**config.mk**
```make
export PLATFORM = sky130hd
export DESIGN_NAME = joystick_axis_condition_and_report
export DESIGN_NICKNAME = d
export VERILOG_FILES = /design/src/sv/jacr_pkg.sv /design/src/sv/joystick_axis_condition_and_report.sv /design/src/sv/jacr_axis.sv
export SDC_FILE = /design/constraint.sdc
export NUM_CORES = 2
export LEC_CHECK = 0
export ABC_AREA = 1
export BUFFER_PORTS_ARGS = -buffer_cell sky130_fd_sc_hd__buf_2
export CAP_MARGIN = 0
export CORE_ASPECT_RATIO = 1.1
export CORE_MARGIN = 2
export CORE_UTILIZATION = 65
export CTS_BUF_LIST = sky130_fd_sc_hd__clkbuf_8 sky130_fd_sc_hd__clkbuf_16
export DETAILED_ROUTE_END_ITERATION = 10
export PLACE_DENSITY = 0.92
export SYNTH_ARGS = -nofsm -noshare
export SYNTH_HDL_FRONTEND = slang
export SYNTH_SLANG_ARGS = --single-unit
```
**constraint.sdc**
```tcl
create_clock -name clk -period 9.85 [get_ports clk]
set_input_delay 1.97 -clock clk [delete_from_list [all_inputs] [get_ports clk]]
set_output_delay 1.97 -clock clk [all_outputs]
set_load 0.03 [all_outputs]
```
**src/sv/jacr_pkg.sv**
```systemverilog
// shared types and constants for the joystick axis conditioning block
package jacr_pkg;

  // axis sample arithmetic
  localparam int unsigned SAMPLE_W  = 12;
  localparam int unsigned RANGE_W   = 15;
  localparam int unsigned POS_W     = 16;
  localparam int unsigned THR_W     = 16;
  localparam int unsigned MS_W      = 32;
  localparam int unsigned CFG_IDX_W = 3;
  localparam int unsigned CFG_DAT_W = 32;

  localparam logic [SAMPLE_W-1:0] AXIS_MAX   = 12'd4095;
  localparam logic [13:0]         AXIS_MID   = 14'd2048;
  // v*2*range/4096 reduces to v*range/2048
  localparam int unsigned         SPAN_SHIFT = 11;

  // register reset values
  localparam logic [SAMPLE_W-1:0] CENTER_RST = 12'd2000;
  localparam logic [RANGE_W-1:0]  RANGE_RST  = 15'd32767;

  // configuration register indexes
  typedef enum logic [CFG_IDX_W-1:0] {
    REG_CENTER_X    = 3'd0,
    REG_CENTER_Y    = 3'd1,
    REG_INVERT_MASK = 3'd2,
    REG_DEADZONE    = 3'd3,
    REG_OUT_RANGE   = 3'd4,
    REG_MOVE_THRESH = 3'd5,
    REG_TIMEOUT     = 3'd6,
    REG_CB_ENABLE   = 3'd7
  } cfg_idx_t;

  // pipeline load enables handed to each axis
  typedef struct packed {
    logic ld_v;
    logic ld_pos;
  } stage_en_t;

endpackage

```
**src/sv/joystick_axis_condition_and_report.sv**
```systemverilog
// top level: joystick axis conditioning with change-triggered position reports
//
// Takes one transfer per clock while in_tready is high: either a millisecond
// tick (in_tuser[0] low) or a pair of 12-bit samples (in_tuser[0] high). Each
// item passes an input register, a conditioning stage (center, deadzone,
// invert, clamp), a mapping stage (one 12x15 multiply per axis) and a
// decision stage that compares with the last reported position and the
// elapsed-millisecond count and loads the output register that drives out_.
// Ticks and samples that cause no report give no output transfer. The pipeline
// holds up to three items while a report waits in the output register; an
// item that causes no report keeps moving even then. Configuration writes take
// effect at once and are meant to be made while the pipeline is empty.
module joystick_axis_condition_and_report (
  input  logic                               clk,
  input  logic                               rst_n,
  // input stream
  input  logic                               in_tvalid,
  output logic                               in_tready,
  input  logic [23:0]                        in_tdata,   // raw_x[11:0], raw_y[23:12]
  input  logic [1:0]                         in_tuser,   // func[0], want_notify[1]
  // result stream
  output logic                               out_tvalid,
  input  logic                               out_tready,
  output logic [31:0]                        out_tdata,  // thumb_x[15:0], thumb_y[31:16]
  output logic                               out_tuser,  // notify[0]
  // configuration writes
  input  logic                               cfg_we,
  input  logic [jacr_pkg::CFG_IDX_W-1:0]     cfg_index,
  input  logic [jacr_pkg::CFG_DAT_W-1:0]     cfg_wdata
);

  // configuration registers
  logic [jacr_pkg::SAMPLE_W-1:0] center_x_r;
  logic [jacr_pkg::SAMPLE_W-1:0] center_y_r;
  logic [1:0]                    invert_mask_r;
  logic [jacr_pkg::SAMPLE_W-1:0] deadzone_r;
  logic [jacr_pkg::RANGE_W-1:0]  out_range_r;
  logic [jacr_pkg::THR_W-1:0]    move_thresh_r;
  logic [jacr_pkg::MS_W-1:0]     timeout_r;
  logic                          cb_enable_r;

  // pipeline control and side data
  logic                          s1_valid_r, s2_valid_r, s3_valid_r;
  logic                          s1_func_r, s2_func_r, s3_func_r;
  logic                          s1_want_r, s2_want_r, s3_want_r;
  logic [jacr_pkg::SAMPLE_W-1:0] s1_raw_x_r, s1_raw_y_r;
  logic                          s1_free, s2_free, s3_free, s3_go, out_free;
  logic                          in_xfer;
  jacr_pkg::stage_en_t           en;

  // state
  logic signed [jacr_pkg::POS_W-1:0] last_x_r, last_y_r;
  logic        [jacr_pkg::MS_W-1:0]  elapsed_r;
  logic signed [jacr_pkg::POS_W-1:0] pos_x, pos_y;

  // decision
  logic signed [16:0] dx, dy;
  logic        [16:0] adx, ady;
  logic               differs, big, late, fire;

  // output register
  logic                           out_valid_r;
  logic [jacr_pkg::POS_W-1:0]     out_x_r, out_y_r;
  logic                           out_notify_r;

  // configuration write decode
  always_ff @(posedge clk) begin
    if (!rst_n) begin
      center_x_r    <= jacr_pkg::CENTER_RST;
      center_y_r    <= jacr_pkg::CENTER_RST;
      invert_mask_r <= '0;
      deadzone_r    <= '0;
      out_range_r   <= jacr_pkg::RANGE_RST;
      move_thresh_r <= '0;
      timeout_r     <= '0;
      cb_enable_r   <= 1'b0;
    end else if (cfg_we) begin
      unique case (jacr_pkg::cfg_idx_t'(cfg_index))
        jacr_pkg::REG_CENTER_X:    center_x_r    <= cfg_wdata[jacr_pkg::SAMPLE_W-1:0];
        jacr_pkg::REG_CENTER_Y:    center_y_r    <= cfg_wdata[jacr_pkg::SAMPLE_W-1:0];
        jacr_pkg::REG_INVERT_MASK: invert_mask_r <= cfg_wdata[1:0];
        jacr_pkg::REG_DEADZONE:    deadzone_r    <= cfg_wdata[jacr_pkg::SAMPLE_W-1:0];
        jacr_pkg::REG_OUT_RANGE:   out_range_r   <= cfg_wdata[jacr_pkg::RANGE_W-1:0];
        jacr_pkg::REG_MOVE_THRESH: move_thresh_r <= cfg_wdata[jacr_pkg::THR_W-1:0];
        jacr_pkg::REG_TIMEOUT:     timeout_r     <= cfg_wdata[jacr_pkg::MS_W-1:0];
        jacr_pkg::REG_CB_ENABLE:   cb_enable_r   <= cfg_wdata[0];
        default: ;
      endcase
    end
  end

  // stage advance: an item without a report never waits on the output
  always_comb begin
    out_free = !out_valid_r || out_tready;
    s3_go    = s3_valid_r && (out_free || !fire);
    s3_free  = !s3_valid_r || s3_go;
    s2_free  = !s2_valid_r || s3_free;
    s1_free  = !s1_valid_r || s2_free;
    in_xfer  = in_tvalid && s1_free;
    en.ld_v   = s1_valid_r && s2_free;
    en.ld_pos = s2_valid_r && s3_free;
  end

  assign in_tready = s1_free;

  // stage valid flags
  always_ff @(posedge clk) begin
    if (!rst_n) begin
      s1_valid_r <= 1'b0;
      s2_valid_r <= 1'b0;
      s3_valid_r <= 1'b0;
    end else begin
      if (s1_free) s1_valid_r <= in_tvalid;
      if (s2_free) s2_valid_r <= s1_valid_r;
      if (s3_free) s3_valid_r <= s2_valid_r;
    end
  end

  // side data follows the item
  always_ff @(posedge clk) begin
    if (in_xfer) begin
      s1_func_r  <= in_tuser[0];
      s1_want_r  <= in_tuser[1];
      s1_raw_x_r <= in_tdata[11:0];
      s1_raw_y_r <= in_tdata[23:12];
    end
    if (en.ld_v) begin
      s2_func_r <= s1_func_r;
      s2_want_r <= s1_want_r;
    end
    if (en.ld_pos) begin
      s3_func_r <= s2_func_r;
      s3_want_r <= s2_want_r;
    end
  end

  // axis datapaths
  jacr_axis u_axis_x (
    .clk      (clk),
    .en       (en),
    .raw      (s1_raw_x_r),
    .center   (center_x_r),
    .inv      (invert_mask_r[0]),
    .deadzone (deadzone_r),
    .range    (out_range_r),
    .pos      (pos_x)
  );

  jacr_axis u_axis_y (
    .clk      (clk),
    .en       (en),
    .raw      (s1_raw_y_r),
    .center   (center_y_r),
    .inv      (invert_mask_r[1]),
    .deadzone (deadzone_r),
    .range    (out_range_r),
    .pos      (pos_y)
  );

  // report decision against the last reported position
  always_comb begin
    dx      = 17'(pos_x) - 17'(last_x_r);
    dy      = 17'(pos_y) - 17'(last_y_r);
    adx     = dx[16] ? 17'(-dx) : 17'(dx);
    ady     = dy[16] ? 17'(-dy) : 17'(dy);
    differs = (pos_x != last_x_r) || (pos_y != last_y_r);
    big     = (adx > {1'b0, move_thresh_r}) || (ady > {1'b0, move_thresh_r})
              || ((pos_x == '0) && (pos_y == '0));
    late    = elapsed_r > timeout_r;
    fire    = s3_func_r && ((differs && big) || late);
  end

  // last position and elapsed count
  always_ff @(posedge clk) begin
    if (!rst_n) begin
      last_x_r  <= '0;
      last_y_r  <= '0;
      elapsed_r <= '0;
    end else if (s3_go) begin
      if (!s3_func_r) begin
        if (elapsed_r != '1) elapsed_r <= elapsed_r + 1'b1;
      end else if (fire) begin
        last_x_r  <= pos_x;
        last_y_r  <= pos_y;
        elapsed_r <= '0;
      end
    end
  end

  // output register
  always_ff @(posedge clk) begin
    if (!rst_n) begin
      out_valid_r <= 1'b0;
    end else if (s3_go && fire) begin
      out_valid_r <= 1'b1;
    end else if (out_tready) begin
      out_valid_r <= 1'b0;
    end
  end

  always_ff @(posedge clk) begin
    if (s3_go && fire) begin
      out_x_r      <= pos_x;
      out_y_r      <= pos_y;
      out_notify_r <= s3_want_r && cb_enable_r;
    end
  end

  assign out_tvalid = out_valid_r;
  assign out_tdata  = {out_y_r, out_x_r};
  assign out_tuser  = out_notify_r;

endmodule

```
**src/sv/jacr_axis.sv**
```systemverilog
// one axis: center, deadzone, invert, clamp, then map to the signed output range
module jacr_axis (
  input  logic                                  clk,
  input  jacr_pkg::stage_en_t                   en,
  input  logic [jacr_pkg::SAMPLE_W-1:0]         raw,
  input  logic [jacr_pkg::SAMPLE_W-1:0]         center,
  input  logic                                  inv,
  input  logic [jacr_pkg::SAMPLE_W-1:0]         deadzone,
  input  logic [jacr_pkg::RANGE_W-1:0]          range,
  output logic signed [jacr_pkg::POS_W-1:0]     pos
);

  logic signed [12:0]                   off;
  logic        [12:0]                   mag;
  logic signed [12:0]                   off_dz;
  logic signed [13:0]                   v_wide;
  logic        [jacr_pkg::SAMPLE_W-1:0] v_nxt;
  logic        [jacr_pkg::SAMPLE_W-1:0] v_r;
  logic        [26:0]                   prod;
  logic        [15:0]                   scaled;
  logic signed [16:0]                   pos_wide;
  logic signed [jacr_pkg::POS_W-1:0]    pos_r;

  // offset from center with deadzone
  always_comb begin
    off    = signed'({1'b0, raw}) - signed'({1'b0, center});
    mag    = off[12] ? 13'(-off) : 13'(off);
    off_dz = (mag < {1'b0, deadzone}) ? 13'sd0 : off;
  end

  // place around mid scale and clamp to the sample range
  always_comb begin
    v_wide = inv ? (signed'(jacr_pkg::AXIS_MID) - 14'(off_dz))
                 : (signed'(jacr_pkg::AXIS_MID) + 14'(off_dz));
    if (v_wide >= signed'({2'b00, jacr_pkg::AXIS_MAX})) begin
      v_nxt = jacr_pkg::AXIS_MAX;
    end else if (v_wide <= 14'sd0) begin
      v_nxt = '0;
    end else begin
      v_nxt = v_wide[jacr_pkg::SAMPLE_W-1:0];
    end
  end

  always_ff @(posedge clk) begin
    if (en.ld_v) begin
      v_r <= v_nxt;
    end
  end

  // map clamped sample to -range .. range - ceil(range/2048)
  always_comb begin
    prod     = 27'(v_r) * 27'(range);
    scaled   = prod[jacr_pkg::SPAN_SHIFT +: 16];
    pos_wide = signed'({1'b0, scaled}) - signed'({2'b00, range});
  end

  always_ff @(posedge clk) begin
    if (en.ld_pos) begin
      pos_r <= pos_wide[jacr_pkg::POS_W-1:0];
    end
  end

  assign pos = pos_r;

endmodule
```
After elaboration in Yosys (flattened, before gate mapping)
Index checks and enable logic that the tools add are counted.

Flip-flop bits (word level): 289. Input bits: 66. Word-level logic and storage cells: 120.

Add/sub/neg operators: 15. Multiply operators: 2. Order comparisons: 9. Equal/unequal tests: 11. Multiplexer cells: 15. Reduce and logical (&&, ||, !) cells: 38.

Operator list (number): 2-to-1 mux 32 bit (3); multiplier 12 x 15 -> 27 bit (2); 2-to-1 mux 13 bit (4); greater-than comparator 17 x 16 -> 1 bit (2); 2-to-1 mux 17 bit (2); negator 17 bit (2); subtractor 16 x 16 -> 17 bit (2); adder 32 x 1 -> 32 bit (second input constant) (1); greater-than comparator 32 bit (1); zero test 16 bit (2); inequality test 16 bit (2); inequality test 32 bit (second input constant) (1); subtractor 16 x 15 -> 16 bit (2); adder 13 x 13 -> 14 bit (first input constant) (2); >= comparator 14 x 13 -> 1 bit (second input constant) (2); <= comparator 14 x 1 -> 1 bit (second input constant) (2); 2-to-1 mux 14 bit (2); subtractor 13 x 13 -> 14 bit (first input constant) (2); less-than comparator 13 x 12 -> 1 bit (2); negator 13 bit (2); subtractor 12 x 12 -> 13 bit (2); 2-to-1 mux 12 bit (2); AND reduction 2 bit (8); == test 3 bit (second input constant) (4); 10 further kinds (34).

Depth between registers and ports, before layout
Depth in word-level cells: 16. Mapped depth: 41.

Hierarchy
Synthesis repeated with hierarchy kept, for this count alone.

Cell total of the unflattened synthesis: 4308. Area total of the unflattened synthesis: 31452.7 um^2.

Modules (own cells, without submodules): joystick_axis_condition_and_report (instances 1, cells an instance 1859, area an instance 13435.4 um^2, seq. area each 5295.1 um^2); jacr_axis (u_axis_y) (instances 1, cells an instance 1228, area an instance 9013.6 um^2, seq. area each 840.8 um^2); jacr_axis (u_axis_x) (instances 1, cells an instance 1221, area an instance 9003.6 um^2, seq. area each 840.8 um^2).

Worst setup path after synthesis
No wires, ideal clock.

Kind: register -> register. Start: reg out_range_r[2] in the netlist's numbering. End: reg u_axis_x.pos_r (netlist bit u_axis_x.pos[15]), data pin. Setup time: 0.253 ns. Arrival: 6.550 ns. Setup slack: 3.047 ns. Cell stages (with the launch flop): 36. Buffers on the path: 2. Clock period less this slack: 6.803 ns. Cell sequence: dfxtp_1 clkbuf_1 clkbuf_1 nand2_1 fa_1 inv_1 fa_1 inv_1 fa_1 fa_1 inv_1 fa_1 ha_1 a21oi_1 o21ai_0 a21oi_1 o21ai_0 a21o_1 nand2_1 nand2_1 a21o_1 a21boi_0 xnor2_1 ha_1 a21oi_1 nand2_1 nand3_1 nand2_1 a21oi_1 inv_1 a21oi_1 o21ai_0 a21oi_1 inv_1 nand2_1 nand2_1.

Word-level cells in the longest chain between the ends: 2.

RTL lines: start, declared (RTL line joystick_axis_condition_and_report.sv:37) `logic [jacr_pkg::RANGE_W-1:0] out_range_r;`; start signal, assigned (RTL line joystick_axis_condition_and_report.sv:73) `out_range_r <= jacr_pkg::RANGE_RST;`; start signal, assigned (RTL line joystick_axis_condition_and_report.sv:83) `jacr_pkg::REG_OUT_RANGE: out_range_r <= cfg_wdata[jacr_pkg::RANGE_W-1:0];`; multiplier 12 x 15 -> 27 bit (RTL line jacr_axis.sv:52) `prod = 27'(v_r) * 27'(range);`; subtractor 16 x 15 -> 16 bit * (RTL line jacr_axis.sv:54) `pos_wide = signed'({1'b0, scaled}) - signed'({2'b00, range});`; via u_axis_x.pos_wide[15] (RTL line jacr_axis.sv:21) `logic signed [16:0] pos_wide;`; end signal, assigned (RTL line jacr_axis.sv:59) `pos_r <= pos_wide[jacr_pkg::POS_W-1:0];`; end, declared (RTL line jacr_axis.sv:22) `logic signed [jacr_pkg::POS_W-1:0] pos_r;`.

The timed path passes the listed nets; every way through them passes the cells marked *. A chain may end at the register's enable or synchronous reset.

Worst setup path after layout
Start: reg out_range_r[3] in the netlist's numbering. End: reg u_axis_x.pos_r (netlist bit u_axis_x.pos[15]), data pin.

The elaborated chain is that of the path after synthesis.

==> impl_metrics.yaml <==
status:
  status: "finished, final reports clean"
timing:
  hold_viol: 0
  slew_violations: 0
  tightest_slew_ps: 1140
  fin_crit_sh: 0.804
  clock_skew_ps: 29.9
  setup_viol: 0
  fin_tns_setup_ps: 0
  fmax_ghz: 0.126
  maxSlewHeadroom: 0.236
  grt_setup_unrepaired: "no"
  fin_crit_ps: 7920
clock_network:
  h-tree-depth: 2
  cts_root_buffer: "clkbuf_16"
  cts_buffers: 34
  clock_latency_ps: 580
  cts_tree: "yes"
  postCtsResizedCells: 0
  cts_setup_buffers: 0
  cts_num_sinks: 289
  clk_path_buf_depth: 3
  clk_pin_slew_ps: 60
  cts_hold_buf: 0
worst_setup_path:
  worstRegToRegCells: 34
  path_class: "reg -> reg"
  endpoint_kind: "flop"
  setup.worst_path.start_class: "flop"
  crit_path_frequent_cell: "nand2_1"
  critPathMaxStageDelay_ps: 920
  path_max_fanout: 25
  critPathSlowestCell: "dfxtp_1"
  critical_path_arrival_ps: 8240
  required_ps: 10170
yosys:
  synth_edf_count: 119
  syn_area_um2: 30600
  synth.distinct_cells: 58
  yosys_warnings: 0
  seq_area_frac_synth: 0.228
  synth.net_count: 4728
  async_flop_share: 0
  ys_ff_latch: 289
  synthFlopType: "dfxtp_1"
  syn_avg_cell_area_um2: 7.48
  synthCells: 4091
layout:
  layout-drive-gt1-share: 0.0525
  n_fill_cell: 3477
  fin_nets: 4743
  syn2layout_area_growth_pct: 6.44
place:
  gp_congestion: 0.967
  port_buffers: 100
  dp_hpwl_um: 60300
global_routing:
  grt-ovfl-total: 0
  grt_pass1_vias: 27300
  antenna_found_initial: 2
  grt_max_degree: 71
  grt_pass1_wl_um: 131000
  grt_usage: 0.332
detailed_routing:
  wl_per_cell_um: 16.7
  detail_route.iter0.violations: 2461
  avgViaCountPerCell: 5.74
  drt_first_pass_iters: 5
  dr_wl_met3_um: 6840
  ant_nets: 0
  met1_length_um: 29800
  routed.top_layer: "met5"
  met2_length_um: 37600
  drt-total-wl_um: 78800
  vias: 27200
  detail_route.drc_violations: 0
floorplanning:
  ios: 101
  die_y_um: 232
  fp.dieW_um: 211
  start_util: 0.656
  fp-row-count: 83
  fp.dieArea_um2: 48800
  coreArea_um2: 46600
run:
  cap_viol_max_count: 0
hold_path:
  hold_depth: 0
  min_path_type: "reg -> reg"
-- flip-flops by register name (all words and copies together) (netlist names), 16 cells and up --
name	cells
out_y_r	16
timeout_r	32
u_axis_x.pos	16
last_x_r	16
u_axis_y.pos	16
elapsed_r	32
move_thresh_r	16
last_y_r	16
out_x_r	16
-- layout by cell type (no fill, tap or decap), drive strengths merged, types with 19 or more instances in the layout --
cell type,netlist,layout
a21oi,277,277
buf,19,121
clkbuf,123,40
dfxtp,170,170
edfxtp,119,119
fa,264,264
ha,307,307
inv,822,830
nand2,1043,1043
nand3,162,162
nand4,75,75
nor2,233,233
nor3,39,39
nor4,19,19
o211ai,28,28
o21ai,158,158
xnor2,46,46
xor2,105,105
-- per-stage QoR --
step                      cells  hold slack [ps]  area [µm²]   util  setup WS, ps
after floorplan            4091              400       30600      -          3050
after global placement     4665              402       31400  0.674          2230
after global routing       4726              428       32600  0.698          1360
after detailed placement   4665              406       31400  0.674          2130
after CTS                  4726              420       32600  0.698          2080
final                      4728              419       32600  0.698          1930
-- logic make-up after synthesis --
kind of cell,count (synthesis),share of synthesized area
buf+inv,968,0.121
simple gates,1601,0.219
flops,289,0.228
mux,1,0.000327
fa+ha+maj,571,0.298
compound gates,510,0.0900
xor+xnor,151,0.0435
-- per-layer routing --
layer  global-route usage  vias up
li1                     -    12900
met1                0.388    12700
met2                0.571     1219
met3               0.0669      347
met4                0.184        2
met5              0.00101        -
-- synthesized netlist by cell type (4+ instances only) --
cell	count	share of area
or2_2	4	0.00082
nor2_2	7	0.0014
nand4_1	75	0.015
o211ai_1	28	0.0069
inv_2	4	0.00049
ha_1	307	0.13
nor3_1	38	0.0062
nand3_1	157	0.026
dfxtp_1	170	0.11
nand2_2	5	0.0010
a21oi_1	277	0.045
a211oi_1	5	0.0012
o21bai_1	8	0.0020
inv_1	818	0.10
clkinv_1	4	0.00049
o21ai_0	154	0.025
nor3b_1	4	0.00098
clkbuf_1	123	0.015
xnor2_1	45	0.013
nand3b_1	17	0.0042
o21a_1	7	0.0017
buf_2	11	0.0018
edfxtp_1	119	0.12
nor2_1	223	0.027
xor2_1	105	0.030
nor4_1	19	0.0039
a21o_1	6	0.0015
nand3_2	4	0.0013
fa_1	264	0.17
nand2_1	1036	0.13
a31oi_1	6	0.0012
-- cell type report --
| cell class | instances | area [µm²] | share of cell area |
|---|---|---|---|
| Multi-Input combinational cell | 2834 | 19900 | 0.612 |
| Sequential cell | 289 | 6980 | 0.214 |
| Inverter | 826 | 3100 | 0.0952 |
| Clock buffer | 40 | 956 | 0.0294 |
| Tap cell | 595 | 744 | 0.0229 |
| Timing Repair Buffer | 121 | 661 | 0.0203 |
| Clock inverter | 21 | 184 | 0.00565 |
| Antenna cell | 2 | 5.00 | 0.000154 |
-- final timing paths --
kind / from / end / slack, ps
worst max-delay path: out_range_r[3] / u_axis_x.pos[15] / 1930
worst max register to register: out_range_r[3] / u_axis_x.pos[15] / 1930
worst min-delay path: s1_func_r / s2_func_r / 420
worst min register to register: s1_func_r / s2_func_r / 420
-- critical path: cells and delay by family (launching register included) --
family	cells	cell delay, ps
AND/OR/NAND/NOR	13	1140
XOR/XNOR	1	170
adder cells (fa/ha/maj)	7	3290
buffers and inverters	5	300
flip-flops	1	920
AO/OA/AOI/OAI	8	1860
Power is not shown: default switching activity piles up to over one toggle a cycle in this logic, so the estimate is an artifact.
